**config.mk**
```make
export PLATFORM = sky130hd
export DESIGN_NAME = sampled_string_hash_top
export DESIGN_NICKNAME = d
export VERILOG_FILES = /design/src/rtl/ssh_pkg.sv /design/src/rtl/ssh_core.sv /design/src/rtl/sampled_string_hash_top.sv
export SDC_FILE = /design/constraint.sdc
export NUM_CORES = 1
export LEC_CHECK = 0
export BUFFER_PORTS_ARGS = -buffer_cell sky130_fd_sc_hd__buf_4
export CORE_ASPECT_RATIO = 1.25
export CORE_UTILIZATION = 60
export CTS_CLUSTER_SIZE = 25
export DETAILED_ROUTE_END_ITERATION = 10
export PLACE_DENSITY = 0.88
export SYNTH_ARGS = -nofsm -noshare
export SYNTH_HDL_FRONTEND = slang
export SYNTH_SLANG_ARGS = --single-unit
```
**constraint.sdc**
```tcl
create_clock -name clk -period 15.81 [get_ports clk]
set_clock_uncertainty 0.05 [all_clocks]
set_input_delay 0.7905 -clock clk [delete_from_list [all_inputs] [get_ports clk]]
set_output_delay 0.7905 -clock clk [all_outputs]
set_load 0.03 [all_outputs]
```
**src/rtl/ssh_pkg.sv**
```systemverilog
// ssh_pkg: shared types, constants and mix functions for the sampled string hash
// no dependencies; used by ssh_core and sampled_string_hash_top
`timescale 1ns / 1ps

package ssh_pkg;

    localparam int SAMPLE_COUNT_DEF = 8;
    localparam int LENGTH_BITS_DEF  = 16;

    localparam int UNIT_W = 16;
    localparam int HASH_W = 32;

    localparam logic [HASH_W-1:0] GOLDEN_SEED      = 32'h9e37_79b9;
    localparam logic [HASH_W-1:0] ZERO_REPLACEMENT = 32'h8000_0000;

    typedef enum logic {
        OP_BEGIN = 1'b0,
        OP_UNIT  = 1'b1
    } op_t;

    // one input transaction after unpacking
    typedef struct packed {
        op_t               op;
        logic [UNIT_W-1:0] string_length;
        logic [UNIT_W-1:0] code_unit;
    } item_t;

    // one round: add shift-10, xor shift-6
    function automatic logic [HASH_W-1:0] mix_round(input logic [HASH_W-1:0] h);
        logic [HASH_W-1:0] a;
        a = h + (h << 10);
        return a ^ (a << 6);
    endfunction

    // final avalanche, zero mapped to the top bit
    function automatic logic [HASH_W-1:0] finish(input logic [HASH_W-1:0] h);
        logic [HASH_W-1:0] a;
        logic [HASH_W-1:0] b;
        logic [HASH_W-1:0] c;
        a = h + (h << 3);
        b = a ^ (a >> 11);
        c = b + (b << 15);
        return (c == '0) ? ZERO_REPLACEMENT : c;
    endfunction

endpackage

```
**src/rtl/ssh_core.sv**
```systemverilog
// ssh_core: per-string state and the combinational hash step
// depends on ssh_pkg
`timescale 1ns / 1ps

module ssh_core
    import ssh_pkg::*;
#(
    parameter int SAMPLE_COUNT = SAMPLE_COUNT_DEF,
    parameter int LENGTH_BITS  = LENGTH_BITS_DEF
)
(
    input  logic              clk,
    input  logic              rst_n,
    input  logic              step,
    input  item_t             item,
    output logic              result_valid,
    output logic [HASH_W-1:0] result_hash
);

    // compare width covers both the length and twice the sample count
    localparam int CMP_W = ((LENGTH_BITS > 7) ? LENGTH_BITS : 7) + 1;

    logic [HASH_W-1:0]      hash_reg,   hash_next;
    logic [LENGTH_BITS-1:0] pos_reg,    pos_next;
    logic [LENGTH_BITS-1:0] explen_reg, explen_next;
    logic                   active_reg, active_next;

    logic [LENGTH_BITS-1:0] len;
    logic [HASH_W-1:0]      seed_hash;
    logic [HASH_W-1:0]      unit_hash;
    logic [LENGTH_BITS-1:0] pos_inc;
    logic [CMP_W-1:0]       explen_w;
    logic [CMP_W-1:0]       pos_w;
    logic [CMP_W-1:0]       suffix_start;
    logic                   sampled;
    logic                   unit_done;

    always_comb
    begin
        len       = LENGTH_BITS'(item.string_length);
        seed_hash = mix_round(GOLDEN_SEED + HASH_W'(len));

        explen_w = CMP_W'(explen_reg);
        pos_w    = CMP_W'(pos_reg);
        if (explen_w < CMP_W'(2 * SAMPLE_COUNT))
        begin
            suffix_start = CMP_W'(SAMPLE_COUNT);
        end
        else
        begin
            suffix_start = explen_w - CMP_W'(SAMPLE_COUNT);
        end
        sampled = (pos_w < CMP_W'(SAMPLE_COUNT)) || (pos_w >= suffix_start);

        unit_hash = sampled ? mix_round(hash_reg + HASH_W'(item.code_unit)) : hash_reg;
        pos_inc   = pos_reg + 1'b1;
        unit_done = (pos_inc == explen_reg);

        hash_next    = hash_reg;
        pos_next     = pos_reg;
        explen_next  = explen_reg;
        active_next  = active_reg;
        result_valid = 1'b0;
        result_hash  = finish((item.op == OP_BEGIN) ? seed_hash : unit_hash);

        if (step)
        begin
            case (item.op)
                OP_BEGIN:
                begin
                    hash_next    = seed_hash;
                    pos_next     = '0;
                    explen_next  = len;
                    active_next  = (len != '0);
                    result_valid = (len == '0);
                end
                default:
                begin
                    // units with no open string are dropped
                    if (active_reg)
                    begin
                        hash_next    = unit_hash;
                        pos_next     = pos_inc;
                        active_next  = !unit_done;
                        result_valid = unit_done;
                    end
                end
            endcase
        end
    end

    always_ff @(posedge clk or negedge rst_n)
    begin
        if (!rst_n)
        begin
            hash_reg   <= '0;
            pos_reg    <= '0;
            explen_reg <= '0;
            active_reg <= 1'b0;
        end
        else
        begin
            hash_reg   <= hash_next;
            pos_reg    <= pos_next;
            explen_reg <= explen_next;
            active_reg <= active_next;
        end
    end

endmodule

```
**src/rtl/sampled_string_hash_top.sv**
```systemverilog
// sampled_string_hash_top: stream wrapper with input and result registers
// depends on ssh_pkg and ssh_core
`timescale 1ns / 1ps

// Sampled one-at-a-time string hash. A begin transaction (tuser = 0) carries
// the string length and seeds the hash; each following unit transaction
// (tuser = 1) carries one 16-bit code unit. Only the first SAMPLE_COUNT units
// and the last SAMPLE_COUNT units of the string are mixed in. When the last
// unit arrives, or at once for an empty string, one result transaction with
// the 32-bit hash (never zero) leaves on the master side. Units with no open
// string produce nothing; a begin while a string is open drops that string.
// Throughput is one transaction per cycle. An input transaction is loaded into
// the input register when it is accepted; the hash step then loads its result
// into the result register, through a path of one mix round plus the final
// avalanche. Back-pressure on the master side stalls the hash step, which in
// turn holds the input register and drops s_axis_tready.
module sampled_string_hash_top
    import ssh_pkg::*;
#(
    parameter int SAMPLE_COUNT = SAMPLE_COUNT_DEF,
    parameter int LENGTH_BITS  = LENGTH_BITS_DEF
)
(
    input  logic        clk,
    input  logic        rst_n,

    input  logic        s_axis_tvalid,
    output logic        s_axis_tready,
    input  logic [31:0] s_axis_tdata,   // [15:0] string_length, [31:16] code_unit
    input  logic        s_axis_tuser,   // [0] op: 0 begin, 1 code unit

    output logic        m_axis_tvalid,
    input  logic        m_axis_tready,
    output logic [31:0] m_axis_tdata    // [31:0] hash_value
);

    // input register stage
    logic  in_valid_reg, in_valid_next;
    item_t in_item_reg,  in_item_next;

    // result register stage
    logic              out_valid_reg, out_valid_next;
    logic [HASH_W-1:0] out_hash_reg,  out_hash_next;

    logic              step;
    logic              s_fire;
    logic              result_valid;
    logic [HASH_W-1:0] result_hash;

    // the hash step runs when the input register is full and the result slot is free or being emptied
    assign step          = in_valid_reg && (!out_valid_reg || m_axis_tready);
    assign s_axis_tready = !in_valid_reg || step;
    assign s_fire        = s_axis_tvalid && s_axis_tready;

    assign m_axis_tvalid = out_valid_reg;
    assign m_axis_tdata  = out_hash_reg;

    always_comb
    begin
        in_valid_next = in_valid_reg;
        in_item_next  = in_item_reg;
        if (s_fire)
        begin
            in_valid_next          = 1'b1;
            in_item_next.op        = op_t'(s_axis_tuser);
            in_item_next.string_length = s_axis_tdata[15:0];
            in_item_next.code_unit = s_axis_tdata[31:16];
        end
        else if (step)
        begin
            in_valid_next = 1'b0;
        end

        out_valid_next = out_valid_reg;
        out_hash_next  = out_hash_reg;
        if (m_axis_tready)
        begin
            out_valid_next = 1'b0;
        end
        if (step && result_valid)
        begin
            out_valid_next = 1'b1;
            out_hash_next  = result_hash;
        end
    end

    ssh_core #(
        .SAMPLE_COUNT (SAMPLE_COUNT),
        .LENGTH_BITS  (LENGTH_BITS)
    ) u_core (
        .clk          (clk),
        .rst_n        (rst_n),
        .step         (step),
        .item         (in_item_reg),
        .result_valid (result_valid),
        .result_hash  (result_hash)
    );

    always_ff @(posedge clk or negedge rst_n)
    begin
        if (!rst_n)
        begin
            in_valid_reg  <= 1'b0;
            out_valid_reg <= 1'b0;
        end
        else
        begin
            in_valid_reg  <= in_valid_next;
            out_valid_reg <= out_valid_next;
        end
    end

    // payload registers carry no reset
    always_ff @(posedge clk)
    begin
        in_item_reg  <= in_item_next;
        out_hash_reg <= out_hash_next;
    end

endmodule
```
# Word level (Yosys, flattened, before mapping)

Cells that the tools add are included.

Shift operators: 0
$mul: 0
Multiplexer cells: 16
Reduce and logical (&&, ||, !) cells: 16
Equality and inequality tests: 2
Bitwise gates (word level): 4
Divide/modulo/power cells: 0
Add/subtract/negate cells: 8
Order comparisons: 3

Operators with widths:

| kind                                                        | count |
|---|---|
| adder 32 bit                                                | 4 |
| 2-to-1 mux 32 bit                                           | 4 |
| XOR 32 bit                                                  | 2 |
| adder 32 x 16 -> 32 bit                                     | 1 |
| adder 32 x 16 -> 32 bit, first input constant               | 1 |
| logical NOT 32 bit                                          | 1 |
| 2-to-1 mux 16 bit                                           | 2 |
| XOR 32 x 21 -> 32 bit                                       | 1 |
| >= comparator 16 x 17 -> 1 bit                              | 1 |
| 2-to-1 mux 17 bit                                           | 1 |
| subtractor 16 x 4 -> 17 bit, second input constant          | 1 |
| adder 16 x 1 -> 16 bit, second input constant               | 1 |
| == test 16 bit                                              | 1 |
| logical NOT 16 bit                                          | 1 |
| less-than comparator 16 x 4 -> 1 bit, second input constant | 1 |
| less-than comparator 16 x 5 -> 1 bit, second input constant | 1 |
| nonzero test 16 bit                                         | 1 |
| 2-to-1 mux 1 bit                                            | 9 |
| AND reduction 2 bit                                         | 2 |
| nonzero test 2 bit                                          | 2 |
| logical AND 1 bit                                           | 3 |
| logical NOT 1 bit                                           | 3 |
| logical OR 1 bit                                            | 3 |
| inequality test 2 x 1 -> 1 bit, second input constant       | 1 |
| inverter 1 bit                                              | 1 |

Memory bits (writable): 0
Bits in latches: 0
Flip-flop bits (word level): 132
Bits in read-only memories: 0
Memories: 0

# Longest topological paths before layout

Gate-level depths: netlist of the first run.

Depth after elaboration: 10
Depth in mapped cells: 62
Gate-level depth less buffers: 61

# Hierarchy

Synthesis of the first run repeated with hierarchy kept, for this count alone.

Cells, all modules: 1393
Area total of the unflattened synthesis: 12726.0 um^2

Modules (own cells, without submodules):

| module                  | instances | area each (um^2) | sequential area each (um^2) | cells each |
|---|---|---|---|---|
| ssh_core                | 1         | 10662.7          | 1626.6                      | 1318 |
| sampled_string_hash_top | 1         | 2063.2           | 2001.9                      | 75 |

# Worst setup path before layout of the first run

OpenSTA, ideal clock, no wires.

Path kind: register -> register
Start point: register in_item_reg[0] (netlist bit)
End point: register out_hash_reg[31] (netlist: m_axis_tdata[31]), data pin
Setup slack: 4193 ps
Arrival: 11387 ps
Data required time: 15580 ps
Stages on the path, launching flop included: 55
Path buffers: 1
Cell sequence: edfxtp_1 ha_1 inv_1 fa_1 nand2b_1 a21oi_1 o41ai_1 and2_1 nor2_1 o21a_1 o21ai_0 a21boi_0 o21a_1 o21a_1 o21a_1 o21a_1 o21ai_0 inv_1 [19 not listed] inv_1 fa_1 a21o_1 a21oi_1 nor2b_1 nor4_1 o31ai_1 nor2_1 o21bai_1 a21o_1 a21o_1 xor2_1 or4_1 or4_1 or4_1 or4_1 or4_1 o41ai_2

Cells in the longest elaborated chain, start to end: 9

RTL lines:

| element                     | RTL line                       | text |
|---|---|---|
| from (decl)                 | sampled_string_hash_top.sv:39  | `item_t in_item_reg, in_item_next;` |
| from (signal assigned)      | sampled_string_hash_top.sv:116 | `in_item_reg <= in_item_next;` |
| adder 32 x 16 -> 32 bit (*) | ssh_core.sv:55                 | `unit_hash = sampled ? mix_round(hash_reg + HASH_W'(item.code_unit)) : hash_reg;` |
| adder 32 bit (*)            | ssh_pkg.sv:31                  | `a = h + (h << 10);` |
| XOR 32 bit (*)              | ssh_pkg.sv:32                  | `return a ^ (a << 6);` |
| 2-to-1 mux 32 bit (*)       | ssh_core.sv:55                 |  |
| 2-to-1 mux 32 bit (*)       | ssh_core.sv:64                 | `result_hash = finish((item.op == OP_BEGIN) ? seed_hash : unit_hash);` |
| adder 32 bit (*)            | ssh_pkg.sv:40                  | `a = h + (h << 3);` |
| XOR 32 x 21 -> 32 bit (*)   | ssh_pkg.sv:41                  | `b = a ^ (a >> 11);` |
| adder 32 bit (*)            | ssh_pkg.sv:42                  | `c = b + (b << 15);` |
| logical NOT 32 bit          | ssh_pkg.sv:43                  | `return (c == '0) ? ZERO_REPLACEMENT : c;` |
| to (signal assigned)        | sampled_string_hash_top.sv:117 | `out_hash_reg <= out_hash_next;` |
| to (decl)                   | sampled_string_hash_top.sv:43  | `logic [HASH_W-1:0] out_hash_reg, out_hash_next;` |

Mark *: on every way between the ends. The rest lies on a longest branch, timed or not.
A chain may end at the register's enable or synchronous reset.

# Worst setup path in the final report of the first run

Ends and elaborated chain as after synthesis.

==> metrics.txt, run 1 <==
# TYPE chip_impl_metric gauge
chip_impl_metric{name="routabilityCongestion",unit=""} 0.9628
chip_impl_metric{name="detailroute.via_count",unit=""} 10900
chip_impl_metric{name="insertion_delay",unit="ns"} 0.44
chip_impl_metric{name="antenna_cells_inserted",unit=""} 0
chip_impl_info{name="synthTopCellsByArea",value="sky130_fd_sc_hd__edfxtp_1 (16%), sky130_fd_sc_hd__dfrtp_1 (14%), sky130_fd_sc_hd__xnor2_1 (11%)"} 1
chip_impl_metric{name="io_pins",unit=""} 71
chip_impl_info{name="worst_path_most_repeated_cell",value="sky130_fd_sc_hd__o21a_1"} 1
chip_impl_metric{name="via_per_inst",unit=""} 6.394
chip_impl_metric{name="floorplan.die.width",unit="um"} 130.7
chip_impl_metric{name="synth_cell_types",unit=""} 86
chip_impl_info{name="critical_path.top_delay_family",value="compound AO/OA/AOI/OAI gates"} 1
chip_impl_metric{name="vias_in_the_first_global_route",unit=""} 10670
chip_impl_metric{name="detailedRoute.firstIterationViolations",unit=""} 713
chip_impl_metric{name="synth_top_area_share",unit="%"} 15.72
chip_impl_metric{name="row_count",unit=""} 58
chip_impl_metric{name="drv.max_cap_violation_count",unit=""} 0
chip_impl_metric{name="timing.final.crit_share",unit="%"} 88.63
chip_impl_metric{name="wirelength",unit="um"} 33300
chip_impl_metric{name="largest_register_ffs",unit=""} 33
chip_impl_metric{name="synth_sequential_area_ratio",unit="%"} 29.23
chip_impl_metric{name="layout_min_cycle_time",unit="ns"} 14.01
chip_impl_metric{name="fraction_of_final_layout_cells_with_drive_strength_greater_than_1",unit="%"} 12.41
chip_impl_metric{name="synth_async_sr_flop_share",unit="%"} 50.76
chip_impl_metric{name="die_h",unit="um"} 162.8
chip_impl_metric{name="antenna_found_initial",unit=""} 1
chip_impl_metric{name="post_cts_setup_buffers",unit=""} 0
chip_impl_metric{name="setup-tns-final",unit="ns"} 0
chip_impl_metric{name="timing.final.setup_violations",unit=""} 0
chip_impl_info{name="outcome",value="complete, no violations"} 1
chip_impl_metric{name="core",unit="um2"} 20170
chip_impl_metric{name="timing.critical_path.arrival",unit="ns"} 14.20
chip_impl_info{name="min_path_type",value="in -> async"} 1
chip_impl_info{name="main_flop_type_after_synthesis",value="sky130_fd_sc_hd__dfrtp_1"} 1
chip_impl_metric{name="max_stage_delay",unit="ns"} 0.78
chip_impl_metric{name="tightestPinTransition",unit="ns"} 1.172
chip_impl_metric{name="timing_max_transition_violations_final",unit=""} 0
chip_impl_metric{name="synthesis.area",unit="um2"} 12410
chip_impl_info{name="cts_tree",value="built"} 1
chip_impl_metric{name="post_cts.resized_instances",unit=""} 0
chip_impl_metric{name="layout.nets",unit=""} 1567
chip_impl_metric{name="number_of_synthesized_flops_with_an_enable_pin",unit=""} 65
chip_impl_metric{name="avgRoutedWirePerCell",unit="um"} 19.54
chip_impl_info{name="clock-root-buffer",value="sky130_fd_sc_hd__clkbuf_16"} 1
chip_impl_info{name="setup_repair_after_global_routing_missed_its_margin",value="false"} 1
chip_impl_metric{name="layout.cell_area.non_filler",unit="um2"} 13740
chip_impl_metric{name="n_fill_cell",unit=""} 1657
chip_impl_metric{name="num_clock_sinks",unit=""} 132
chip_impl_metric{name="syn-instance-count",unit=""} 1371
chip_impl_metric{name="cts-buffers-inserted",unit=""} 17
chip_impl_metric{name="place.port_buffers",unit=""} 70
chip_impl_metric{name="detail_route.drc_violations",unit=""} 0
chip_impl_metric{name="floorplan.die_area",unit="um2"} 21270
chip_impl_metric{name="drt_pre_antenna_iters",unit=""} 7
chip_impl_metric{name="placed_area",unit="um2"} 13150
chip_impl_info{name="timing.critical_path.from_type",value="flop"} 1
chip_impl_info{name="critical-path-slowest-cell",value="sky130_fd_sc_hd__o32ai_1"} 1
chip_impl_info{name="yosys.area.top_type",value="sky130_fd_sc_hd__edfxtp_1"} 1
chip_impl_metric{name="yosys_warnings",unit=""} 0
chip_impl_metric{name="fmax",unit="MHz"} 71.37
chip_impl_info{name="setup.worst_path.end_class",value="flop"} 1
chip_impl_metric{name="path_max_fanout",unit=""} 13
chip_impl_metric{name="synthesis.area_per_instance",unit="um2"} 9.054
chip_impl_metric{name="h-tree-depth",unit=""} 4
chip_impl_metric{name="globalRoute.totalOverflow",unit=""} 0
chip_impl_metric{name="worst_setup_hold_path_clk_slew",unit="ns"} 0.07
chip_impl_info{name="critPathKind",value="reg -> reg"} 1
chip_impl_metric{name="worst-endpoint-required",unit="ns"} 15.99
chip_impl_metric{name="post_cts_hold_buffer_count",unit=""} 0
chip_impl_metric{name="grt_start_max_net_pins",unit=""} 68
chip_impl_metric{name="tightest_slew_margin_relative_to_the_limit",unit="%"} 21.74
chip_impl_metric{name="clockBufferDepth",unit=""} 2
chip_impl_metric{name="synth_seq_cells",unit=""} 132
chip_impl_metric{name="start_util",unit="%"} 61.53
chip_impl_metric{name="net_count_of_the_mapped_netlist",unit=""} 1517
chip_impl_metric{name="worstPathBufferInverterCount",unit=""} 3
chip_impl_metric{name="finalHoldViolCount",unit=""} 0
chip_impl_metric{name="drt.antenna.violating_nets",unit=""} 0
chip_impl_metric{name="track_usage",unit="%"} 32.80
chip_impl_metric{name="grt_first_pass_wirelength",unit="um"} 53750
chip_impl_metric{name="layout-area-overhead-vs-synth",unit="%"} 10.69
chip_impl_metric{name="place.detailed.hpwl",unit="um"} 25700
cell type report:
cell class / instances / area, um2 / share of cell area [%]
Multi-Input combinational cell: 1145 / 8432 / 61.36
Sequential cell: 132 / 3628 / 26.41
Timing Repair Buffer: 74 / 555.5 / 4.043
Clock buffer: 20 / 478.0 / 3.478
Tap cell: 270 / 337.8 / 2.459
Inverter: 51 / 191.4 / 1.393
Clock inverter: 12 / 117.6 / 0.8559
cell families after synthesis:
| family | count (synthesis) | synth area share (%) |
|---|---|---|
| simple gates | 393 | 15.19 |
| compound gates | 346 | 18.58 |
| mux | 52 | 4.576 |
| fa+ha+maj | 117 | 11.90 |
| buf+inv | 94 | 2.943 |
| xor+xnor | 237 | 17.58 |
| flops | 132 | 29.23 |
layer usage:
layer	wire (um)	up-vias	global-route usage [%]	part of all wire, %
met3	2053	157	5.683	6.2
li1	-	5077	-	-
met1	12470	5210	37.15	37
met4	2125	0	20.01	6.4
met2	16650	452	56.83	50
met5	0	-	0	0
worst register-to-register path: cells and delay by family, from the launching register on:
kind	cells	cell delay, ns
adders and majority gates	5	1.54
DFF	1	0.41
xor gates and xnor gates	2	0.67
and+or+nand+nor	13	3.59
AOI/OAI and AO/OA	28	7.24
buffers and inverters	3	0.31
final timing paths:
path | slack (ns) | end | start | depth (start not counted)
worst max register to register | 1.80 | m_axis_tdata[31] | in_item_reg[0] | 51
worst min register to register | 0.47 | u_core.hash_reg[20] | u_core.hash_reg[20] | 1
worst min-delay path | 0.42 | u_core.pos_reg[3] | rst_n | 1
min in group clk | 0.47 | u_core.hash_reg[20] | u_core.hash_reg[20] | 1
max in group asynchronous | 14.69 | u_core.hash_reg[14] | rst_n | 1
worst max-delay path | 1.80 | m_axis_tdata[31] | in_item_reg[0] | 51
cells in the final DEF, fill, tap and decap left out, types with 6 or more instances in the layout:
master                      synthesis  routed
sky130_fd_sc_hd__a211o_1            6       6
sky130_fd_sc_hd__a21oi_1           70      70
sky130_fd_sc_hd__ha_1             105     105
sky130_fd_sc_hd__inv_1             50      50
sky130_fd_sc_hd__o21ai_0           93      92
sky130_fd_sc_hd__a21o_1            30      30
sky130_fd_sc_hd__o21bai_1           6       6
sky130_fd_sc_hd__or4_1              8       8
sky130_fd_sc_hd__and3_1            29      29
sky130_fd_sc_hd__dfrtp_1           67      67
sky130_fd_sc_hd__xor2_1            74      74
sky130_fd_sc_hd__nor4_1            13      13
sky130_fd_sc_hd__a211oi_1          11      11
sky130_fd_sc_hd__a31oi_1           18      18
sky130_fd_sc_hd__xnor2_1          154     154
sky130_fd_sc_hd__clkbuf_16          0      18
sky130_fd_sc_hd__o31ai_1            8       8
sky130_fd_sc_hd__nand3_1           28      28
sky130_fd_sc_hd__nand2b_1          18      18
sky130_fd_sc_hd__nor3_1            19      19
sky130_fd_sc_hd__or3_1              6       6
sky130_fd_sc_hd__buf_4              1      74
sky130_fd_sc_hd__nand4_1            7       7
sky130_fd_sc_hd__mux2i_1           14      14
sky130_fd_sc_hd__nand2_1          112     112
sky130_fd_sc_hd__nor2_1           110     110
sky130_fd_sc_hd__o211ai_1          15      15
sky130_fd_sc_hd__nor2b_1           11      11
sky130_fd_sc_hd__o21a_1            19      19
sky130_fd_sc_hd__edfxtp_1          65      65
sky130_fd_sc_hd__mux2_2            38      38
sky130_fd_sc_hd__and2_1            11      11
cells in the mapped netlist, types with 5 or more instances:
master / number
sky130_fd_sc_hd__nor2_1: 110
sky130_fd_sc_hd__xor2_1: 74
sky130_fd_sc_hd__xnor2_1: 154
sky130_fd_sc_hd__o31ai_1: 8
sky130_fd_sc_hd__o22ai_1: 5
sky130_fd_sc_hd__nand3_1: 28
sky130_fd_sc_hd__and2_1: 11
sky130_fd_sc_hd__or4_1: 8
sky130_fd_sc_hd__mux2_2: 38
sky130_fd_sc_hd__clkbuf_1: 35
sky130_fd_sc_hd__and3_1: 29
sky130_fd_sc_hd__a31oi_1: 18
sky130_fd_sc_hd__nor2b_1: 11
sky130_fd_sc_hd__o21bai_1: 6
sky130_fd_sc_hd__xnor3_1: 5
sky130_fd_sc_hd__a21o_1: 30
sky130_fd_sc_hd__o21ai_0: 93
sky130_fd_sc_hd__nor4_1: 13
sky130_fd_sc_hd__o21a_1: 19
sky130_fd_sc_hd__maj3_1: 5
sky130_fd_sc_hd__o211ai_1: 15
sky130_fd_sc_hd__dfrtp_1: 67
sky130_fd_sc_hd__nor3_1: 19
sky130_fd_sc_hd__or3_1: 6
sky130_fd_sc_hd__a211oi_1: 11
sky130_fd_sc_hd__ha_1: 105
sky130_fd_sc_hd__edfxtp_1: 65
sky130_fd_sc_hd__a21oi_1: 70
sky130_fd_sc_hd__or2_2: 5
sky130_fd_sc_hd__inv_1: 50
sky130_fd_sc_hd__nand4_1: 7
sky130_fd_sc_hd__nand2_1: 112
sky130_fd_sc_hd__nand2b_1: 18
sky130_fd_sc_hd__a211o_1: 6
sky130_fd_sc_hd__o2111ai_1: 5
sky130_fd_sc_hd__mux2i_1: 14
sky130_fd_sc_hd__a221o_1: 5
sky130_fd_sc_hd__buf_1: 5
stage by stage:
| step | setup slack (ns) | utilization (%) | hold WS [ns] | instances |
|---|---|---|---|---|
| after floorplan | 4.193 | - | 0.4164 | 1371 |
| after global placement | 2.740 | 65.16 | 0.4388 | 1672 |
| after detailed placement | 2.313 | 65.16 | 0.4495 | 1672 |
| after CTS | 2.108 | 68.11 | 0.4567 | 1704 |
| after global routing | 1.119 | 68.11 | 0.4813 | 1704 |
| final | 1.798 | 68.11 | 0.4232 | 1704 |
Power of run 1 is not shown: default switching activity piles up to over one toggle a cycle in this logic, so the estimate is an artifact.
==> run 2: changes to the inputs <==
- SYNTH_HIERARCHICAL: unset -> 1
==> run 2 against run 1 <==
Cell area grew 2.4%. Sequential cell count is the same. Area after synthesis grew 2.5%. Sequential share of layout area shrank 0.62 points. Utilization shrank 0.53 points. Largest cell class unchanged. Highest routed layer unchanged.
==> metrics.txt, run 2 <==
# TYPE chip_impl_metric gauge
chip_impl_metric{name="synth_top_area_share",unit="%"} 15.34
chip_impl_metric{name="synth_async_sr_flop_share",unit="%"} 50.76
chip_impl_metric{name="path_max_fanout",unit=""} 8
chip_impl_metric{name="worst_r2r_path_depth",unit=""} 54
chip_impl_info{name="r2r-start",value="u_core/hash_reg[0]"} 1
chip_impl_info{name="synthTopCellsByArea",value="sky130_fd_sc_hd__edfxtp_1 (15%), sky130_fd_sc_hd__dfrtp_1 (13%), sky130_fd_sc_hd__xnor2_1 (11%)"} 1
chip_impl_metric{name="antenna_cells_inserted",unit=""} 0
chip_impl_info{name="final_common_cell",value="sky130_fd_sc_hd__xnor2_1"} 1
chip_impl_info{name="main_flop_type_after_synthesis",value="sky130_fd_sc_hd__dfrtp_1"} 1
chip_impl_metric{name="floorplan.die_area",unit="um2"} 21800
chip_impl_metric{name="tightestPinTransition",unit="ns"} 1.004
chip_impl_metric{name="place.detailed.hpwl",unit="um"} 26380
chip_impl_metric{name="grt_start_max_net_pins",unit=""} 68
chip_impl_metric{name="worst-endpoint-required",unit="ns"} 16.00
chip_impl_metric{name="timing.reg2reg.setup_slack",unit="ns"} 3.42
chip_impl_metric{name="routabilityCongestion",unit=""} 1.024
chip_impl_metric{name="placement_stage_worst_setup_slack",unit="ns"} 3.736
chip_impl_metric{name="layout-area-overhead-vs-synth",unit="%"} 10.55
chip_impl_metric{name="floorplan.die.width",unit="um"} 132.3
chip_impl_metric{name="timing.final.crit_share",unit="%"} 78.40
chip_impl_metric{name="vias_in_the_first_global_route",unit=""} 10770
chip_impl_info{name="yosys.area.top_type",value="sky130_fd_sc_hd__edfxtp_1"} 1
chip_impl_metric{name="core",unit="um2"} 20820
chip_impl_info{name="outcome",value="complete, no violations"} 1
chip_impl_metric{name="synth_cell_types",unit=""} 93
chip_impl_metric{name="worst_setup_hold_path_clk_slew",unit="ns"} 0.06
chip_impl_info{name="synthMostInstantiatedCell",value="sky130_fd_sc_hd__xnor2_1"} 1
chip_impl_metric{name="insertion_delay",unit="ns"} 0.43
chip_impl_metric{name="num_clock_sinks",unit=""} 132
chip_impl_metric{name="layout.nets",unit=""} 1593
chip_impl_metric{name="wirelength",unit="um"} 34050
chip_impl_info{name="critical-path-slowest-cell",value="sky130_fd_sc_hd__a21oi_1"} 1
chip_impl_metric{name="layout_min_cycle_time",unit="ns"} 12.39
chip_impl_info{name="timing.critical_path.from_type",value="flop"} 1
chip_impl_metric{name="detailedRoute.firstIterationViolations",unit=""} 994
chip_impl_info{name="r2r_end",value="m_axis_tdata[31]"} 1
chip_impl_metric{name="timing_max_transition_violations_final",unit=""} 0
chip_impl_metric{name="fraction_of_final_layout_cells_with_drive_strength_greater_than_1",unit="%"} 13.01
chip_impl_metric{name="drt.antenna.violating_nets",unit=""} 0
chip_impl_metric{name="largest_register_ffs",unit=""} 33
chip_impl_metric{name="timing.final.setup_violations",unit=""} 0
chip_impl_metric{name="post-route-util",unit="%"} 67.58
chip_impl_metric{name="net_count_of_the_mapped_netlist",unit=""} 1539
chip_impl_metric{name="multi_input_combinational_cell_area",unit="um2"} 8745
chip_impl_info{name="layout_common_cells",value="sky130_fd_sc_hd__xnor2_1 (153), sky130_fd_sc_hd__nand2_1 (113), sky130_fd_sc_hd__ha_1 (105)"} 1
chip_impl_metric{name="die_h",unit="um"} 164.8
chip_impl_info{name="critPathKind",value="reg -> reg"} 1
chip_impl_metric{name="row_count",unit=""} 59
chip_impl_metric{name="max_stage_delay",unit="ns"} 0.54
chip_impl_metric{name="yosys_warnings",unit=""} 6
chip_impl_metric{name="number_of_synthesized_flops_with_an_enable_pin",unit=""} 65
chip_impl_metric{name="detailroute.via_count",unit=""} 11110
chip_impl_metric{name="place.port_buffers",unit=""} 70
chip_impl_info{name="synth_common_cells",value="sky130_fd_sc_hd__xnor2_1 (153), sky130_fd_sc_hd__nand2_1 (113), sky130_fd_sc_hd__ha_1 (105)"} 1
chip_impl_metric{name="timing.critical_path.arrival",unit="ns"} 12.58
chip_impl_metric{name="seqCellArea",unit="um2"} 3628
chip_impl_metric{name="drv.max_cap_violation_count",unit=""} 0
chip_impl_metric{name="grt_first_pass_wirelength",unit="um"} 54300
chip_impl_metric{name="setup-tns-final",unit="ns"} 0
chip_impl_metric{name="drt_pre_antenna_iters",unit=""} 6
chip_impl_info{name="clock-root-buffer",value="sky130_fd_sc_hd__clkbuf_16"} 1
chip_impl_metric{name="h-tree-depth",unit=""} 4
chip_impl_metric{name="io_pins",unit=""} 71
chip_impl_metric{name="tightest_slew_margin_relative_to_the_limit",unit="%"} 31.33
chip_impl_metric{name="post_cts_hold_buffer_count",unit=""} 0
chip_impl_info{name="setup.worst_path.end_class",value="flop"} 1
chip_impl_metric{name="synthesis.area_per_instance",unit="um2"} 9.136
chip_impl_metric{name="avgRoutedWirePerCell",unit="um"} 19.64
chip_impl_info{name="worst_path_most_repeated_cell",value="sky130_fd_sc_hd__nor2_1"} 1
chip_impl_metric{name="n_fill_cell",unit=""} 1674
chip_impl_metric{name="start_util",unit="%"} 61.13
chip_impl_metric{name="placed_area",unit="um2"} 13500
chip_impl_metric{name="synth_sequential_area_ratio",unit="%"} 28.51
chip_impl_metric{name="via_per_inst",unit=""} 6.407
chip_impl_metric{name="synth_seq_cells",unit=""} 132
chip_impl_metric{name="fmax",unit="MHz"} 80.68
chip_impl_metric{name="detail_route.drc_violations",unit=""} 0
chip_impl_info{name="cts_tree",value="built"} 1
chip_impl_metric{name="finalHoldViolCount",unit=""} 0
chip_impl_metric{name="layout.cell_area.non_filler",unit="um2"} 14070
chip_impl_metric{name="final.setup.worst_slack",unit="ns"} 3.415
chip_impl_metric{name="post_cts.resized_instances",unit=""} 0
chip_impl_metric{name="globalRoute.totalOverflow",unit=""} 0
chip_impl_metric{name="cts-buffers-inserted",unit=""} 17
chip_impl_info{name="setup_repair_after_global_routing_missed_its_margin",value="false"} 1
chip_impl_info{name="min_path_type",value="in -> async"} 1
chip_impl_metric{name="antenna_found_initial",unit=""} 0
chip_impl_metric{name="clockBufferDepth",unit=""} 2
chip_impl_metric{name="synthesis.area",unit="um2"} 12730
chip_impl_metric{name="track_usage",unit="%"} 31.86
chip_impl_metric{name="post_cts_setup_buffers",unit=""} 0
chip_impl_metric{name="syn-instance-count",unit=""} 1393
run 2: critical path, delay by kind of cell, from the launching register on:
kind                     cells  cell delay (ns)
flip-flops                   1             0.40
AND/OR/NAND/NOR             17             2.91
adder cells (fa/ha/maj)      5             1.79
XOR/XNOR                     5             1.02
AO/OA/AOI/OAI               27             6.02
run 2: cells by family (layout without fill, tap and decap cells):
kind of cell / after synthesis / after routing / share of synthesized area (%)
flops: 132 / 132 / 28.51
compound gates: 372 / 372 / 20.21
mux: 43 / 43 / 3.726
xor+xnor: 233 / 233 / 17.46
simple gates: 410 / 410 / 16.17
fa+ha+maj: 110 / 110 / 11.03
buf+inv: 93 / 160 / 2.881
run 2: final cells by class:
type / instances / area share, %
multi-input cells: 1168 / 62.16
inverters: 49 / 1.325
repair buffers: 79 / 4.216
well taps: 274 / 2.437
clock buffers: 22 / 3.380
clock inverters: 10 / 0.6937
flip-flops and latches: 132 / 25.79
run 2: worst max path at each step:
stage                            start  slack [ns]               end  cells after the start
CTS                 u_core/hash_reg[0]        3.55  m_axis_tdata[31]                     54
global route            in_item_reg[0]        2.23  m_axis_tdata[31]                     56
detailed placement  u_core/hash_reg[0]        3.74  m_axis_tdata[31]                     54
global placement    u_core/hash_reg[0]        4.02  m_axis_tdata[31]                     57
floorplan           u_core/hash_reg[0]        5.09  m_axis_tdata[31]                     56
finish              u_core/hash_reg[0]        3.42  m_axis_tdata[31]                     54
run 2: per-stage QoR:
step | hold slack [ns] | instances
global route | 0.4711 | 1734
CTS | 0.4453 | 1734
global placement | 0.4564 | 1702
detailed placement | 0.4672 | 1702
floorplan | 0.4202 | 1393
finish | 0.4171 | 1734
run 2: layer usage:
| metal | vias to the layer above | routed length (um) | part of all wire (%) | track usage, % |
|---|---|---|---|---|
| met5 | - | 0 | 0 | 0 |
| met4 | 0 | 1905 | 5.6 | 19.70 |
| met3 | 130 | 2035 | 6.0 | 4.512 |
| met2 | 502 | 16600 | 49 | 55.34 |
| met1 | 5251 | 13520 | 40 | 37.44 |
| li1 | 5226 | - | - | - |
Power of run 2 is left out for the same reason.
==> run 3: changes to the inputs <==
- ABC_AREA: unset -> 1
- PLACE_DENSITY: 0.88 -> 0.87
- clock period: 15.81 -> 12.9 ns (I/O delays scaled with it)
==> run 3 against run 2 <==
Worst hold slack got worse by 0.14 ns. Utilization grew 0.097 points. Register-to-register slack worse by 0.11 ns. Cell area up 7.6%. Via count grew 25%.
==> metrics.txt, run 3 <==
# TYPE chip_impl_metric gauge
chip_impl_info{name="outcome",value="complete, no violations"} 1
chip_impl_metric{name="wirelength",unit="um"} 39610
chip_impl_metric{name="seqCellArea",unit="um2"} 3628
chip_impl_metric{name="detail_route.drc_violations",unit=""} 0
chip_impl_metric{name="worst_setup_hold_path_clk_slew",unit="ns"} 0.07
chip_impl_info{name="worst_path_most_repeated_cell",value="sky130_fd_sc_hd__nand2_1"} 1
chip_impl_metric{name="timing_max_transition_violations_final",unit=""} 0
chip_impl_info{name="yosys.area.top_type",value="sky130_fd_sc_hd__nand2_1"} 1
chip_impl_metric{name="net_count_of_the_mapped_netlist",unit=""} 2198
chip_impl_metric{name="multi_input_combinational_cell_area",unit="um2"} 8763
chip_impl_metric{name="grt_first_pass_wirelength",unit="um"} 63770
chip_impl_metric{name="worstPathBufferInverterCount",unit=""} 0
chip_impl_info{name="setup_repair_after_global_routing_missed_its_margin",value="false"} 1
chip_impl_metric{name="io_pins",unit=""} 71
chip_impl_metric{name="synthesis.area_per_instance",unit="um2"} 6.697
chip_impl_metric{name="finalHoldViolCount",unit=""} 0
chip_impl_metric{name="number_of_synthesized_flops_with_an_enable_pin",unit=""} 65
chip_impl_info{name="synthTopCellsByArea",value="sky130_fd_sc_hd__nand2_1 (16%), sky130_fd_sc_hd__edfxtp_1 (14%), sky130_fd_sc_hd__dfrtp_1 (12%)"} 1
chip_impl_info{name="timing.critical_path.from_type",value="flop"} 1
chip_impl_metric{name="post_cts_setup_buffers",unit=""} 0
chip_impl_info{name="cts_tree",value="built"} 1
chip_impl_metric{name="via_per_inst",unit=""} 5.773
chip_impl_metric{name="vias_in_the_first_global_route",unit=""} 13590
chip_impl_metric{name="syn-instance-count",unit=""} 2052
chip_impl_metric{name="grt_start_max_net_pins",unit=""} 68
chip_impl_metric{name="place.detailed.hpwl",unit="um"} 31750
chip_impl_metric{name="globalRoute.totalOverflow",unit=""} 0
chip_impl_metric{name="antenna_cells_inserted",unit=""} 0
chip_impl_metric{name="routabilityCongestion",unit=""} 1.009
chip_impl_metric{name="h-tree-depth",unit=""} 4
chip_impl_metric{name="setup-tns-final",unit="ns"} 0
chip_impl_info{name="critical_path.top_delay_family",value="simple AND/OR/NAND/NOR gates"} 1
chip_impl_metric{name="clockBufferDepth",unit=""} 2
chip_impl_metric{name="synth_cell_types",unit=""} 53
chip_impl_info{name="clock-root-buffer",value="sky130_fd_sc_hd__clkbuf_16"} 1
chip_impl_metric{name="path_max_fanout",unit=""} 5
chip_impl_metric{name="synth_seq_cells",unit=""} 132
chip_impl_metric{name="yosys_warnings",unit=""} 6
chip_impl_metric{name="levels_on_crit_path",unit=""} 58
chip_impl_metric{name="largest_register_ffs",unit=""} 33
chip_impl_metric{name="floorplan.die.width",unit="um"} 137.4
chip_impl_metric{name="drt.antenna.violating_nets",unit=""} 0
chip_impl_metric{name="worst_r2r_path_depth",unit=""} 58
chip_impl_metric{name="drv.max_cap_violation_count",unit=""} 0
chip_impl_info{name="final_common_cell",value="sky130_fd_sc_hd__nand2_1"} 1
chip_impl_metric{name="antenna_found_initial",unit=""} 0
chip_impl_metric{name="timing.final.setup_violations",unit=""} 0
chip_impl_metric{name="avgRoutedWirePerCell",unit="um"} 16.42
chip_impl_info{name="layout_common_cells",value="sky130_fd_sc_hd__nand2_1 (589), sky130_fd_sc_hd__inv_1 (295), sky130_fd_sc_hd__nand3_1 (162)"} 1
chip_impl_metric{name="synth_async_sr_flop_share",unit="%"} 50.76
chip_impl_metric{name="die_h",unit="um"} 171.2
chip_impl_metric{name="start_util",unit="%"} 61.45
chip_impl_metric{name="synth_sequential_area_ratio",unit="%"} 26.40
chip_impl_metric{name="worst-endpoint-required",unit="ns"} 13.16
chip_impl_metric{name="final.setup.worst_slack",unit="ns"} 3.309
chip_impl_metric{name="post_cts_hold_buffer_count",unit=""} 0
chip_impl_metric{name="insertion_delay",unit="ns"} 0.44
chip_impl_info{name="synthMostInstantiatedCell",value="sky130_fd_sc_hd__nand2_1"} 1
chip_impl_info{name="min_path_type",value="in -> async"} 1
chip_impl_metric{name="n_fill_cell",unit=""} 1942
chip_impl_metric{name="cts-buffers-inserted",unit=""} 17
chip_impl_metric{name="drt_pre_antenna_iters",unit=""} 8
chip_impl_metric{name="tightest_slew_margin_relative_to_the_limit",unit="%"} 38.11
chip_impl_metric{name="num_clock_sinks",unit=""} 132
chip_impl_metric{name="timing.critical_path.arrival",unit="ns"} 9.85
chip_impl_metric{name="placement_stage_worst_setup_slack",unit="ns"} 3.563
chip_impl_metric{name="detailedRoute.firstIterationViolations",unit=""} 1257
chip_impl_metric{name="timing.final.crit_share",unit="%"} 74.35
chip_impl_metric{name="layout.nets",unit=""} 2263
chip_impl_metric{name="floorplan.die_area",unit="um2"} 23520
chip_impl_metric{name="track_usage",unit="%"} 34.89
chip_impl_info{name="setup.worst_path.end_class",value="flop"} 1
chip_impl_metric{name="layout-area-overhead-vs-synth",unit="%"} 10.13
chip_impl_metric{name="place.port_buffers",unit=""} 70
chip_impl_metric{name="post-place-cells",unit=""} 2381
chip_impl_metric{name="layout_min_cycle_time",unit="ns"} 9.591
chip_impl_info{name="main_flop_type_after_synthesis",value="sky130_fd_sc_hd__dfrtp_1"} 1
chip_impl_metric{name="tightestPinTransition",unit="ns"} 0.9186
chip_impl_metric{name="detailroute.via_count",unit=""} 13930
chip_impl_metric{name="core",unit="um2"} 22360
chip_impl_metric{name="post_cts.resized_instances",unit=""} 0
chip_impl_metric{name="synth_top_area_share",unit="%"} 16.09
chip_impl_metric{name="max_stage_delay",unit="ns"} 0.42
chip_impl_metric{name="row_count",unit=""} 61
chip_impl_info{name="synth_common_cells",value="sky130_fd_sc_hd__nand2_1 (589), sky130_fd_sc_hd__inv_1 (295), sky130_fd_sc_hd__nand3_1 (162)"} 1
chip_impl_metric{name="layout.cells.non_filler",unit=""} 2413
chip_impl_info{name="critPathKind",value="reg -> reg"} 1
chip_impl_info{name="critical-path-slowest-cell",value="sky130_fd_sc_hd__fa_1"} 1
chip_impl_metric{name="fmax",unit="MHz"} 104.3
chip_impl_metric{name="fraction_of_final_layout_cells_with_drive_strength_greater_than_1",unit="%"} 11.03
chip_impl_metric{name="synthesis.area",unit="um2"} 13740
run 3: changes by cell type after synthesis, sizes merged, moves of 28 or more:
cell,change
nand2,+521
nand3,+141
xnor2,-134
mux2,-35
inv,+269
and3,-28
a21oi,+38
nor2,+59
run 3: cells by family after synthesis:
group | count (synthesis) | share of synthesized area, %
adders and majority gates | 109 | 10.14
and+or+nand+nor | 1047 | 33.97
buffers and inverters | 352 | 9.824
DFF | 132 | 26.40
xor gates and xnor gates | 113 | 7.557
AOI/OAI and AO/OA | 299 | 12.10
run 3: layer usage:
metal  track usage [%]  wire (um)  vias to the layer above
met5                 0          0                        -
met4             19.25       1927                        0
met3             5.069       2299                      139
met2             63.53      19850                      584
met1             38.49      15530                     6384
li1                  -          -                     6824
run 3: cell type report:
cell class	instances	share of cell area, %
tap	283	2.340
clock inverter	12	0.8350
inverter	321	7.961
multi-input combinational	1568	57.90
sequential	132	23.97
timing repair buffer	77	3.819
clock buffer	20	3.166
run 3: worst paths after layout:
path,slack (ns),startpoint,to
worst max-delay path,3.31,in_item_reg[0],m_axis_tdata[31]
worst min-delay path,0.28,rst_n,u_core/hash_reg[2]
worst max register to register,3.31,in_item_reg[0],m_axis_tdata[31]
worst min register to register,0.47,u_core/explen_reg[5],u_core/explen_reg[5]
max in group asynchronous,11.93,rst_n,u_core/hash_reg[16]
min in group clk,0.33,s_axis_tdata[21],in_item_reg[5]
run 3: through the flow:
stage / area [um2] / hold slack (ns) / utilization (%)
after floorplan: 13740 / 0.2994 / -
after global placement: 14530 / 0.4427 / 64.97
after detailed placement: 14530 / 0.4515 / 64.97
after CTS: 15130 / 0.3028 / 67.68
after global routing: 15130 / 0.3173 / 67.68
final: 15130 / 0.2777 / 67.68
run 3: worst reg2reg max path: cells and delay by family (launching register included):
family / cells / cell delay [ns]
and+or+nand+nor: 31 / 3.03
AOI/OAI and AO/OA: 16 / 2.82
adders and majority gates: 6 / 1.91
xor gates and xnor gates: 5 / 1.30
DFF: 1 / 0.37
Power of run 3 is left out for the same reason.
